===== config.mk =====
export PLATFORM = sky130hd
export DESIGN_NAME = backtracking_maze_generator
export DESIGN_NICKNAME = d
export VERILOG_FILES = /design/src/design/bmg_pkg.sv /design/src/design/bmg_ctrl.sv /design/src/design/bmg_dpath.sv /design/src/design/backtracking_maze_generator.sv
export SDC_FILE = /design/constraint.sdc
export NUM_CORES = 2
export LEC_CHECK = 0
export BUFFER_PORTS_ARGS = -buffer_cell sky130_fd_sc_hd__buf_2
export CORE_MARGIN = 2
export CORE_UTILIZATION = 40
export CTS_BUF_LIST = sky130_fd_sc_hd__clkbuf_4 sky130_fd_sc_hd__clkbuf_8 sky130_fd_sc_hd__clkbuf_16
export DETAILED_ROUTE_END_ITERATION = 10
export PLACE_DENSITY = 0.55
export SLEW_MARGIN = 15
export SYNTH_ARGS = -nofsm -noshare
export SYNTH_HDL_FRONTEND = slang
export SYNTH_SLANG_ARGS = --single-unit
export TNS_END_PERCENT = 50

===== constraint.sdc =====
create_clock -name clk -period 21.5 [get_ports clk]
set_clock_uncertainty 0.2 [all_clocks]
set_input_delay 3.225 -clock clk [delete_from_list [all_inputs] [get_ports clk]]
set_output_delay 3.225 -clock clk [all_outputs]
set_load 0.02 [all_outputs]

===== src/design/bmg_pkg.sv =====
package bmg_pkg;

	localparam int CFG_W = 5;
	localparam logic [CFG_W-1:0] GRID_RESET = 5'd16;

	localparam logic REG_GRID_ROWS = 1'b0;
	localparam logic REG_GRID_COLS = 1'b1;

	localparam logic [1:0] DIR_N = 2'd0;
	localparam logic [1:0] DIR_E = 2'd1;
	localparam logic [1:0] DIR_S = 2'd2;
	localparam logic [1:0] DIR_W = 2'd3;

	typedef enum logic [1:0] {
		REQ_START = 2'd0,
		REQ_DRAW  = 2'd1,
		REQ_READ  = 2'd2,
		REQ_NOP   = 2'd3
	} req_t;

	typedef enum logic [3:0] {
		OP_NONE,
		OP_CLR,
		OP_LOAD_REQ,
		OP_START,
		OP_RD_NBR,
		OP_RD_CUR,
		OP_RD_REQ,
		OP_RD_RES,
		OP_WR_CUR,
		OP_MOVE,
		OP_POP_RD,
		OP_POP_LD,
		OP_SET_DONE,
		OP_OUT_LOAD
	} op_t;

	typedef struct packed {
		op_t        op;
		logic       dir_req;
		logic [1:0] dir;
	} cmd_t;

	typedef struct packed {
		logic clr_last;
		logic nbr_ok;
		logic nbr_visited;
		logic stack_empty;
		logic done;
		logic out_busy;
		req_t req;
	} sts_t;

	function automatic logic [3:0] dir_mask(input logic [1:0] d);
		dir_mask = 4'b0001 << d;
	endfunction

endpackage


===== src/design/bmg_ctrl.sv =====
module bmg_ctrl import bmg_pkg::*; (
	input  logic clk,
	input  logic arst_n,
	input  logic s_tvalid,
	output logic s_tready,
	input  sts_t sts,
	output cmd_t cmd
);

	typedef enum logic [3:0] {
		S_CLR_RST,
		S_CLR_GO,
		S_IDLE,
		S_DEC,
		S_START,
		S_READ,
		S_DRAW_CHK,
		S_DRAW_WC,
		S_DRAW_MV,
		S_BT_RD,
		S_BT_EV,
		S_POP,
		S_POP_LD,
		S_FIN
	} state_t;

	state_t     state_q, state_d;
	logic [1:0] chk_q, chk_d;

	assign s_tready = (state_q == S_IDLE);

	always_comb begin
		state_d     = state_q;
		chk_d       = chk_q;
		cmd.op      = OP_NONE;
		cmd.dir     = chk_q;
		cmd.dir_req = 1'b1;
		unique case (state_q)
			S_CLR_RST: begin
				cmd.op = OP_CLR;
				if (sts.clr_last) state_d = S_IDLE;
			end
			S_CLR_GO: begin
				cmd.op = OP_CLR;
				if (sts.clr_last) state_d = S_START;
			end
			S_IDLE: begin
				if (s_tvalid) begin
					cmd.op  = OP_LOAD_REQ;
					state_d = S_DEC;
				end
			end
			S_DEC: begin
				unique case (sts.req)
					REQ_START: state_d = S_CLR_GO;
					REQ_DRAW: begin
						if (!sts.done && sts.nbr_ok) begin
							cmd.op  = OP_RD_NBR;
							state_d = S_DRAW_CHK;
						end else begin
							state_d = S_FIN;
						end
					end
					REQ_READ: begin
						cmd.op  = OP_RD_REQ;
						state_d = S_READ;
					end
					REQ_NOP: state_d = S_FIN;
				endcase
			end
			S_READ: begin
				cmd.op  = OP_RD_RES;
				state_d = S_FIN;
			end
			S_DRAW_CHK: begin
				if (sts.nbr_visited) begin
					state_d = S_FIN;
				end else begin
					cmd.op  = OP_RD_CUR;
					state_d = S_DRAW_WC;
				end
			end
			S_DRAW_WC: begin
				cmd.op  = OP_WR_CUR;
				state_d = S_DRAW_MV;
			end
			S_DRAW_MV: begin
				cmd.op  = OP_MOVE;
				chk_d   = DIR_N;
				state_d = S_BT_RD;
			end
			S_START: begin
				cmd.op  = OP_START;
				chk_d   = DIR_N;
				state_d = S_BT_RD;
			end
			S_BT_RD: begin
				cmd.dir_req = 1'b0;
				if (sts.nbr_ok) begin
					cmd.op  = OP_RD_NBR;
					state_d = S_BT_EV;
				end else if (chk_q == DIR_W) begin
					state_d = S_POP;
				end else begin
					chk_d = chk_q + 2'd1;
				end
			end
			S_BT_EV: begin
				cmd.dir_req = 1'b0;
				if (!sts.nbr_visited) begin
					state_d = S_FIN;
				end else if (chk_q == DIR_W) begin
					state_d = S_POP;
				end else begin
					chk_d   = chk_q + 2'd1;
					state_d = S_BT_RD;
				end
			end
			S_POP: begin
				if (sts.stack_empty) begin
					cmd.op  = OP_SET_DONE;
					state_d = S_FIN;
				end else begin
					cmd.op  = OP_POP_RD;
					state_d = S_POP_LD;
				end
			end
			S_POP_LD: begin
				cmd.op = OP_POP_LD;
				if (sts.stack_empty) begin
					state_d = S_FIN;
				end else begin
					chk_d   = DIR_N;
					state_d = S_BT_RD;
				end
			end
			S_FIN: begin
				if (!sts.out_busy) begin
					cmd.op  = OP_OUT_LOAD;
					state_d = S_IDLE;
				end
			end
			default: state_d = S_CLR_RST;
		endcase
	end

	always_ff @(posedge clk or negedge arst_n) begin
		if (!arst_n) begin
			state_q <= S_CLR_RST;
			chk_q   <= DIR_N;
		end else begin
			state_q <= state_d;
			chk_q   <= chk_d;
		end
	end

endmodule


===== src/design/bmg_dpath.sv =====
module bmg_dpath import bmg_pkg::*; #(
	parameter int MAX_ROWS    = 16,
	parameter int MAX_COLS    = 16,
	parameter int STACK_DEPTH = 256
) (
	input  logic             clk,
	input  logic             arst_n,
	input  cmd_t             cmd,
	output sts_t             sts,
	input  logic [15:0]      s_tdata,
	input  logic [1:0]       s_tuser,
	output logic             m_tvalid,
	input  logic             m_tready,
	output logic [7:0]       m_tdata,
	input  logic             cfg_we,
	input  logic             cfg_index,
	input  logic [CFG_W-1:0] cfg_data
);

	localparam int RW    = (MAX_ROWS > 1) ? $clog2(MAX_ROWS) : 1;
	localparam int CW    = (MAX_COLS > 1) ? $clog2(MAX_COLS) : 1;
	localparam int RUW   = $clog2(MAX_ROWS + 1);
	localparam int CUW   = $clog2(MAX_COLS + 1);
	localparam int AW    = RW + CW;
	localparam int DEPTH = 1 << AW;
	localparam int SIW   = (STACK_DEPTH > 1) ? $clog2(STACK_DEPTH) : 1;
	localparam int SCW   = $clog2(STACK_DEPTH + 1);

	logic [CFG_W-1:0] grid_rows_q, grid_cols_q;
	logic [RUW-1:0]   rows_used;
	logic [CUW-1:0]   cols_used;

	logic [RW-1:0]  cur_row_q;
	logic [CW-1:0]  cur_col_q;
	logic [SCW-1:0] count_q;
	logic           done_q;
	logic [AW-1:0]  clr_cnt_q;
	logic           out_valid_q;
	logic [7:0]     out_data_q;

	logic [1:0] req_type_q;
	logic [1:0] req_dir_q;
	logic [3:0] req_row_q;
	logic [3:0] req_col_q;
	logic       moved_q;
	logic [3:0] doors_q;

	logic [3:0]    door_mem [DEPTH];
	logic [3:0]    rdata_q;
	logic          rd_cell0_q;
	logic [AW-1:0] stack_mem [STACK_DEPTH];
	logic [AW-1:0] stk_rdata_q;

	logic [1:0]     dir_sel;
	logic [RUW-1:0] nr_ext;
	logic [CUW-1:0] nc_ext;
	logic           side_ok;
	logic           nbr_ok;
	logic [AW-1:0]  cur_addr, nbr_addr, req_addr;
	logic           req_in_grid;
	logic           stack_room;

	logic          rd_en, wr_en;
	logic [AW-1:0] rd_addr, wr_addr;
	logic [3:0]    wr_data;

	logic           stk_we;
	logic [SIW-1:0] stk_waddr;
	logic [SIW-1:0] stk_raddr;

	always_comb begin
		if (grid_rows_q == '0) rows_used = RUW'(1);
		else if (int'(grid_rows_q) > MAX_ROWS) rows_used = RUW'(MAX_ROWS);
		else rows_used = RUW'(grid_rows_q);
		if (grid_cols_q == '0) cols_used = CUW'(1);
		else if (int'(grid_cols_q) > MAX_COLS) cols_used = CUW'(MAX_COLS);
		else cols_used = CUW'(grid_cols_q);
	end

	assign dir_sel = cmd.dir_req ? req_dir_q : cmd.dir;

	always_comb begin
		nr_ext  = RUW'(cur_row_q);
		nc_ext  = CUW'(cur_col_q);
		side_ok = 1'b1;
		unique case (dir_sel)
			DIR_N: begin
				side_ok = (cur_row_q != '0);
				nr_ext  = RUW'(cur_row_q) - RUW'(1);
			end
			DIR_E: nc_ext = CUW'(cur_col_q) + CUW'(1);
			DIR_S: nr_ext = RUW'(cur_row_q) + RUW'(1);
			DIR_W: begin
				side_ok = (cur_col_q != '0);
				nc_ext  = CUW'(cur_col_q) - CUW'(1);
			end
		endcase
	end

	assign nbr_ok      = side_ok && (nr_ext < rows_used) && (nc_ext < cols_used);
	assign cur_addr    = {cur_row_q, cur_col_q};
	assign nbr_addr    = {nr_ext[RW-1:0], nc_ext[CW-1:0]};
	assign req_addr    = {RW'(req_row_q), CW'(req_col_q)};
	assign req_in_grid = (int'(req_row_q) < int'(rows_used))
		&& (int'(req_col_q) < int'(cols_used));
	assign stack_room  = (count_q < SCW'(STACK_DEPTH));

	// door store ports
	always_comb begin
		rd_en   = 1'b0;
		rd_addr = cur_addr;
		wr_en   = 1'b0;
		wr_addr = cur_addr;
		wr_data = '0;
		unique case (cmd.op)
			OP_CLR: begin
				wr_en   = 1'b1;
				wr_addr = clr_cnt_q;
			end
			OP_RD_NBR: begin
				rd_en   = 1'b1;
				rd_addr = nbr_addr;
			end
			OP_RD_CUR: rd_en = 1'b1;
			OP_RD_REQ: begin
				rd_en   = 1'b1;
				rd_addr = req_addr;
			end
			OP_WR_CUR: begin
				wr_en   = 1'b1;
				wr_data = rdata_q | dir_mask(dir_sel);
			end
			OP_MOVE: begin
				wr_en   = 1'b1;
				wr_addr = nbr_addr;
				wr_data = dir_mask(dir_sel + 2'd2);
			end
			default: ;
		endcase
	end

	always_ff @(posedge clk) begin
		if (wr_en) door_mem[wr_addr] <= wr_data;
		if (rd_en) begin
			rdata_q    <= door_mem[rd_addr];
			rd_cell0_q <= (rd_addr == '0);
		end
	end

	// path stack
	assign stk_we    = (cmd.op == OP_START) || ((cmd.op == OP_MOVE) && stack_room);
	assign stk_waddr = (cmd.op == OP_START) ? '0 : count_q[SIW-1:0];
	assign stk_raddr = SIW'(count_q - SCW'(1));

	always_ff @(posedge clk) begin
		if (stk_we) stack_mem[stk_waddr] <= (cmd.op == OP_START) ? '0 : cur_addr;
		if (cmd.op == OP_POP_RD) stk_rdata_q <= stack_mem[stk_raddr];
	end

	always_ff @(posedge clk or negedge arst_n) begin
		if (!arst_n) begin
			grid_rows_q <= GRID_RESET;
			grid_cols_q <= GRID_RESET;
			cur_row_q   <= '0;
			cur_col_q   <= '0;
			count_q     <= '0;
			done_q      <= 1'b1;
			clr_cnt_q   <= '0;
			out_valid_q <= 1'b0;
		end else begin
			if (cfg_we) begin
				unique case (cfg_index)
					REG_GRID_ROWS: grid_rows_q <= cfg_data;
					REG_GRID_COLS: grid_cols_q <= cfg_data;
				endcase
			end
			out_valid_q <= (cmd.op == OP_OUT_LOAD) || (out_valid_q && !m_tready);
			unique case (cmd.op)
				OP_CLR: clr_cnt_q <= clr_cnt_q + AW'(1);
				OP_START: begin
					cur_row_q <= '0;
					cur_col_q <= '0;
					count_q   <= SCW'(1);
					done_q    <= 1'b0;
				end
				OP_MOVE: begin
					cur_row_q <= nr_ext[RW-1:0];
					cur_col_q <= nc_ext[CW-1:0];
					if (stack_room) count_q <= count_q + SCW'(1);
				end
				OP_POP_RD: count_q <= count_q - SCW'(1);
				OP_POP_LD: begin
					cur_row_q <= stk_rdata_q[AW-1:CW];
					cur_col_q <= stk_rdata_q[CW-1:0];
					if (count_q == '0) done_q <= 1'b1;
				end
				OP_SET_DONE: done_q <= 1'b1;
				default: ;
			endcase
		end
	end

	always_ff @(posedge clk) begin
		unique case (cmd.op)
			OP_LOAD_REQ: begin
				req_type_q <= s_tuser;
				req_dir_q  <= s_tdata[1:0];
				req_row_q  <= s_tdata[5:2];
				req_col_q  <= s_tdata[9:6];
				moved_q    <= 1'b0;
				doors_q    <= '0;
			end
			OP_MOVE: moved_q <= 1'b1;
			OP_RD_RES: doors_q <= req_in_grid ? rdata_q : 4'd0;
			OP_OUT_LOAD: out_data_q <= {2'b00, done_q, moved_q, doors_q};
			default: ;
		endcase
	end

	assign m_tvalid = out_valid_q;
	assign m_tdata  = out_data_q;

	assign sts.clr_last    = &clr_cnt_q;
	assign sts.nbr_ok      = nbr_ok;
	assign sts.nbr_visited = (rdata_q != '0) || rd_cell0_q;
	assign sts.stack_empty = (count_q == '0);
	assign sts.done        = done_q;
	assign sts.out_busy    = out_valid_q && !m_tready;
	assign sts.req         = req_t'(req_type_q);

endmodule


===== src/design/backtracking_maze_generator.sv =====
// channel | dir | handshake          | payload
// --------+-----+--------------------+-----------------------------------------
// s       | in  | s_tvalid/s_tready  | s_tuser: req_type; s_tdata: direction,
//         |     |                    |   read_row, read_col
// m       | out | m_tvalid/m_tready  | m_tdata: door_bits, moved, maze_done
// cfg     | in  | cfg_we             | cfg_index, cfg_data (grid_rows, grid_cols)
//
// One request at a time. A draw that moves then scans the neighbors of
// the new cell one direction at a time, popping the path stack while
// backtracking. Reset and every start run a clear sweep of the door
// store, one cell a cycle, with s_tready low.
// The result sits in an output register; a stalled m side holds the next
// result back but not the acceptance of the next beat.
module backtracking_maze_generator import bmg_pkg::*; #(
	parameter int MAX_ROWS    = 16,
	parameter int MAX_COLS    = 16,
	parameter int STACK_DEPTH = 256
) (
	input  logic             clk,
	input  logic             arst_n,
	input  logic             s_tvalid,
	output logic             s_tready,
	input  logic [15:0]      s_tdata,   // direction[1:0], read_row[5:2], read_col[9:6]
	input  logic [1:0]       s_tuser,   // req_type[1:0]
	output logic             m_tvalid,
	input  logic             m_tready,
	output logic [7:0]       m_tdata,   // door_bits[3:0], moved[4], maze_done[5]
	input  logic             cfg_we,
	input  logic             cfg_index,
	input  logic [CFG_W-1:0] cfg_data
);

	cmd_t cmd;
	sts_t sts;

	bmg_ctrl u_ctrl (
		.clk      (clk),
		.arst_n   (arst_n),
		.s_tvalid (s_tvalid),
		.s_tready (s_tready),
		.sts      (sts),
		.cmd      (cmd)
	);

	bmg_dpath #(
		.MAX_ROWS    (MAX_ROWS),
		.MAX_COLS    (MAX_COLS),
		.STACK_DEPTH (STACK_DEPTH)
	) u_dpath (
		.clk       (clk),
		.arst_n    (arst_n),
		.cmd       (cmd),
		.sts       (sts),
		.s_tdata   (s_tdata),
		.s_tuser   (s_tuser),
		.m_tvalid  (m_tvalid),
		.m_tready  (m_tready),
		.m_tdata   (m_tdata),
		.cfg_we    (cfg_we),
		.cfg_index (cfg_index),
		.cfg_data  (cfg_data)
	);

endmodule

Word-level counts from Yosys, hierarchy flattened. Memories as Yosys holds them, arrays and structs flattened. A register that Yosys moved wholly into a read port is not among the register bits. Cells that the tools add are included.

Flip-flop bits (word level): 67. RAM bits: 3072. Input port bits: 29. Output and inout bits: 10. Logic and storage cells: 177. Memories kept: 2.

Add/subtract/negate cells: 9. Magnitude comparators: 7. Equality and inequality tests: 43. Shift-type cells: 2. Mux-type cells: 55. Bitwise operators: 2. Reduce and logical (&&, ||, !) cells: 39.

Memories: u_dpath.stack_mem (depth 256, bits a word 8, read ports 1, clocked after memory_dff 1, write ports 1, line bmg_dpath.sv:51) `logic [AW-1:0] stack_mem [STACK_DEPTH];`; u_dpath.door_mem (depth 256, bits a word 4, read ports 1, clocked after memory_dff 1, write ports 1, line bmg_dpath.sv:48) `logic [3:0] door_mem [DEPTH];`.

Operator list (number): 4-bit one-hot mux with 13 select lines (1); 4-bit equality test, second input constant (12); 4-bit one-hot mux with 12 select lines (1); 4-bit 2-to-1 mux (11); 4-bit by 3-bit equality test with 1-bit output, second input constant (8); 8-bit one-hot mux with 2 select lines (2); 9-bit one-hot mux with 3 select lines (1); 4-bit one-hot mux with 2 select lines (3); 4-bit one-hot mux with 3 select lines (2); 5-bit 2-to-1 mux (4); 5-bit one-hot mux with 2 select lines (2); 4-bit by 2-bit equality test with 1-bit output, second input constant (4); 8-bit 2-to-1 mux (2); 4-bit one-hot mux with 4 select lines (1); 4-bit nonzero test (4); 3-bit 2-to-1 mux (5); 2-bit 2-to-1 mux (7); 2-bit inequality test, second input constant (7); 4-bit by 1-bit adder with 5-bit output, second input constant (2); 2-bit equality test, second input constant (5); 5-bit > comparator, second input constant (2); 5-bit zero test (2); 4-bit by 5-bit < comparator with 1-bit output (2); 5-bit < comparator (2); other kinds (34) (65).

Depth between registers and ports, before layout.
Depth after elaboration: 17. Mapped depth: 32.

By module. A second synthesis with hierarchy kept.

Cells, all modules: 6664. Area total of the unflattened synthesis: 125704.3 um^2.

Modules (own cells, without submodules): bmg_dpath (times used 1, cells each 6553, area an instance 124861.0 um^2, sequential area each 94259.2 um^2); bmg_ctrl (times used 1, cells each 111, area an instance 843.3 um^2, sequential area each 150.1 um^2).

Least setup slack after synthesis. OpenSTA, ideal clock, no wires.

Path kind: input to register. From: input port m_tready. To: memory u_dpath.door_mem[0][0] (data pin). Data arrival time: 14860 ps. Data required time: 19112 ps. Path slack: 4252 ps. Stages on the path: 9. Path buffers: 2. Path through: nor2b_1 -> nor3_1 -> nor4_1 -> a21boi_0 -> o211a_1 -> nand2_1 -> clkbuf_1 -> clkbuf_1 -> o21ai_0.

Word-level cells in the longest chain between the ends: 6. Elaborated cells on any way between the ends: 7.

RTL lines: start: declaration (line backtracking_maze_generator.sv:26) `input logic m_tready,`; 1-bit zero test * (line bmg_dpath.sv:228) `assign sts.out_busy = out_valid_q && !m_tready;`; 1-bit logical AND * (line bmg_dpath.sv:228); 4-bit 2-to-1 mux * (line bmg_ctrl.sv:138) `if (!sts.out_busy) begin`; 4-bit one-hot mux with 12 select lines * (line bmg_ctrl.sv:38) `unique case (state_q)`; 4-bit equality test (line bmg_dpath.sv:115) `unique case (cmd.op)`; 4-bit one-hot mux with 2 select lines * (line bmg_dpath.sv:115); net u_dpath.wr_data[0] (line bmg_dpath.sv:65) `logic [3:0] wr_data;`; end: declaration (line bmg_dpath.sv:48).

Mark *: on every way through the listed nets, which the timed path passes. The rest lies on a longest branch.

Worst setup path after layout.
From: register u_ctrl.state_q[0]. To: register u_dpath.rdata_q[1] (read register of u_dpath.door_mem) (data pin).

Word-level cells in the longest chain between the ends: 15. Elaborated cells on any way between the ends: 39.

RTL lines: start: declaration (line bmg_ctrl.sv:27) `state_t state_q, state_d;`; start signal: assignment (line bmg_ctrl.sv:152) `state_q <= state_d;`; 4-bit equality test (line bmg_ctrl.sv:38); 2-bit OR reduction (no line); 2-bit 2-to-1 mux (line bmg_dpath.sv:80) `assign dir_sel = cmd.dir_req ? req_dir_q : cmd.dir;`; 2-bit equality test / 2-bit zero test (equally long branches) (line bmg_dpath.sv:86) `unique case (dir_sel)`; 5-bit one-hot mux with 2 select lines (line bmg_dpath.sv:86); 5-bit < comparator (line bmg_dpath.sv:100) `assign nbr_ok = side_ok && (nr_ext < rows_used) && (nc_ext < cols_used);`; 1-bit logical AND (2 in a row) (line bmg_dpath.sv:100); 1-bit logical AND (line bmg_ctrl.sv:57) `if (!sts.done && sts.nbr_ok) begin`; 3-bit 2-to-1 mux (line bmg_ctrl.sv:57); 4-bit one-hot mux with 2 select lines (line bmg_ctrl.sv:54) `unique case (sts.req)`; 4-bit one-hot mux with 12 select lines (line bmg_ctrl.sv:38); 4-bit by 3-bit equality test with 1-bit output (line bmg_dpath.sv:115); 3-bit OR reduction (no line); 1-bit 2-to-1 mux (line bmg_dpath.sv:115); end: declaration (line bmg_dpath.sv:49) `logic [3:0] rdata_q;`.

Parallel ways exist; a longest one is shown, timed or not. A chain may end at the register's enable or synchronous reset.

==> results.md <==
* Fin util at 0.453
* Final max-slew violation count at 0
* DR vias/cell at 5.76
* RSZ-0062 raised after global routing: false
* CP max FO at 57
* Outcome: complete, no violations
* Worst setup path end: u_dpath.rdata_q[1]$_DFFE_PP_
* Average wire per cell in the routed design at 29.1 um
* Total number of vias at 65300
* Ys flop type: edfxtp_1
* Power after layout at 19900 uW
* Drt drc at 0
* Fmax at 87.8 MHz
* Layout cells sized above 1 at 0.210
* Antenna Nets Post-Route at 0
* Reg-to-reg endpoint: u_dpath.rdata_q[1]$_DFFE_PP_
* Rows at 205
* #FFs+latches synth at 3151
* Die Footprint at 319000 sq um
* Multiplexer share of the synthesized area at 0.140
* Max IR drop VDD at 166 uV
* CTS tree: done
* CP max-delay cell: dfrtp_1
* CP max stage delay at 0.95 ns
* Mapped Area at 126000 sq um
* Ports at 39
* Post-CTS setup buffer count at 0
* Final Hold Vio Count at 0
* Starting Density at 0.403
* First-pass GRT wire length at 476000 um
* Internal reg-to-reg setup slack at 10.11 ns
* Largest family of logic cells by synthesized area: multiplexers
* Adder-cell area share of the yosys netlist at 0.00350
* Die Wd at 565 um
* Count leader, synth: edfxtp_1
* XOR/XNOR Fraction of Synth Area at 0.00151
* Netlist cell types at 93
* Hpwl dp at 190000 um
* Initial antenna violation count at 8
* CTS sink cnt at 3151
* EDFF count, synth at 3108
* Commonest cells post-synth: edfxtp_1 (3108), nand2_1 (770), mux4_2 (719)
* Setup TNS at 0 ns
* Final setup viols at 0
* Largest net degree at the start of global routing at 213
* Min Clock Period, post-route at 11.39 ns
* Hold Path Class: flip-flop to flip-flop
* Area grow syn2layout at 12.4%
* Synth warn at 0
* Post-CTS sizing at 0
* Post-synthesis simple-gate area fraction at 0.0631
* WL final at 330000 um
* DRC marker count from the first detailed-route iteration at 7157
* Number of global-route vias before repair at 65600
* Synth top area cells: edfxtp_1 (74%), mux4_2 (13%), nand2_1 (2.3%), nor2_1 (1.8%), nand3_1 (1.3%)
* H-tree levels at 5
* Die Y-Extent at 565 um
* Startpoint Class: flip-flop
* Port-buffer cells at 30
* Worst R2R Start: u_ctrl.state_q[0]$_DFFE_PN0P_
* Worst EP required at 21.91 ns
* Worst reg2reg path depth at 30
* Cell taking the most area after synthesis: edfxtp_1
* Classification of the worst setup path: flip-flop to flip-flop
* Cts hold-fix bufs at 0
* Synth async-reset ratio at 0.0136
* Seq/Total Area, Yosys at 0.751
* Leakage at 0.0447 uW
* Mean area per synthesized cell at 18.4 sq um
* 1st-pass router iterations at 6
* Slew headroom at 0.230
* CTS Buffer Depth at 4
* Crit. End Element: flip-flop
* Cells after Synth at 6845
* Overall Global Routing Usage at 0.206
* Compound-gate portion of the synthesized area at 0.0250
* MaxCap Viol Count at 0
* Core area at 312000 sq um
* Yosys top cell area share at 0.743
* Clock transition at path regs at 0.06 ns
* NumNets Final at 6994
* CP most frequent cell: buf_4
* Period utilization at 0.530
* Num CTS Buffers at 331
* Routability congestion estimate at 0.853
* Clock Latency Late Sink at 0.91 ns
* CTS root buf: clkbuf_16
* Total gr overflow at 0
* Worst Setup SP: u_ctrl.state_q[0]$_DFFE_PN0P_
* Power density cells at 141 nW/um^2
* Worst path arrival time at 11.80 ns
* Slew @ Worst Pin at 1.15 ns
==> power by group <==
group	internal [uW]	switching (uW)	leakage (uW)
sequential	7410	118	0.0284
combinational	2300	4430	0.0110
clock	3210	2400	0.00527
==> kinds of logic (layout without fill, tap and decap cells) <==
group                      after synthesis  after routing
buffers and inverters                  442            795
AOI/OAI and AO/OA                      467            467
xor gates and xnor gates                20             20
other                                    1              6
and+or+nand+nor                       1874           1874
muxes                                  856            856
adders and majority gates               34             34
DFF                                   3151           3151
==> stage by stage <==
| step | std cells | setup WS (ns) | hold WS [ns] | instance area (sq um) |
|---|---|---|---|---|
| after CTS | 11300 | 10.29 | 0.236 | 141000 |
| after detailed placement | 10700 | 10.33 | 0.222 | 131000 |
| after global placement | 10700 | 10.30 | 0.227 | 131000 |
| after global routing | 11300 | 9.49 | 0.250 | 141000 |
| after floorplan | 6846 | 4.25 | 0.200 | 126000 |
| final | 11300 | 10.11 | 0.227 | 141000 |
==> how the worst min path moves through the flow <==
stage / end / depth (start not counted) / start / slack, ns
after global routing: u_dpath.m_tdata[0]$_DFFE_PP_ / 0 / u_dpath.doors_q[0]$_SDFFCE_PN0P_ / 0.25
final: u_dpath.m_tdata[3]$_DFFE_PP_ / 0 / u_dpath.doors_q[3]$_SDFFCE_PN0P_ / 0.23
after floorplan: u_dpath.m_tdata[0]$_DFFE_PP_ / 0 / u_dpath.doors_q[0]$_SDFFCE_PN0P_ / 0.20
after global placement: u_dpath.m_tdata[0]$_DFFE_PP_ / 0 / u_dpath.doors_q[0]$_SDFFCE_PN0P_ / 0.23
after detailed placement: u_dpath.m_tdata[0]$_DFFE_PP_ / 0 / u_dpath.doors_q[0]$_SDFFCE_PN0P_ / 0.22
after CTS: u_dpath.m_tdata[0]$_DFFE_PP_ / 0 / u_dpath.doors_q[0]$_SDFFCE_PN0P_ / 0.24
==> registers in the layout, indices dropped and copies added, names as in the netlist, 4 cells and up <==
name / count
u_ctrl.state_q: 4
u_dpath.clr_cnt_q: 8
u_dpath.count_q: 9
u_dpath.cur_col_q: 4
u_dpath.cur_row_q: 4
u_dpath.door_mem: 1024
u_dpath.doors_q: 4
u_dpath.grid_cols_q: 5
u_dpath.grid_rows_q: 5
u_dpath.m_tdata: 6
u_dpath.rdata_q: 4
u_dpath.req_col_q: 4
u_dpath.req_row_q: 4
u_dpath.stack_mem: 2048
u_dpath.stk_rdata_q: 8
==> cells in the final DEF (no fill, tap or decap), drive strengths merged, types with 116 or more instances in the layout <==
| cell type | netlist | routed |
|---|---|---|
| clkinv | 1 | 145 |
| nand3 | 334 | 334 |
| buf | 168 | 157 |
| a21oi | 119 | 119 |
| mux2i | 116 | 116 |
| clkbuf | 237 | 404 |
| nand2 | 773 | 773 |
| mux4 | 719 | 719 |
| edfxtp | 3108 | 3108 |
| nor2 | 604 | 604 |
==> metal layers <==
metal | track usage | vias to the layer above | wire, um
met5 | 0 | - | 0
met4 | 0.0619 | 0 | 10500
met3 | 0.0287 | 522 | 19900
met2 | 0.343 | 2228 | 164000
met1 | 0.281 | 34900 | 136000
li1 | - | 27600 | -
==> worst max-delay path, delay by kind of cell (launching register included) <==
family          cells  cell delay, ns
xor+xnor            2            0.49
fa+ha+maj           3            0.95
flops               1            0.95
simple gates        5            1.35
mux                 2            0.92
compound gates     10            2.42
buf+inv             8            3.69
==> cell type report <==
cell class                 instances  area, sq um
clock buffer                     404         8870
fill                           26600       171000
inverter                          37          141
timing repair buffer             157         1250
tap                             4140         5180
multi-input combinational       3253        29700
sequential                      3151        94400
clock inverter                   197         1760
antenna                            4         10.0
Power figures use the tool's default switching activity.
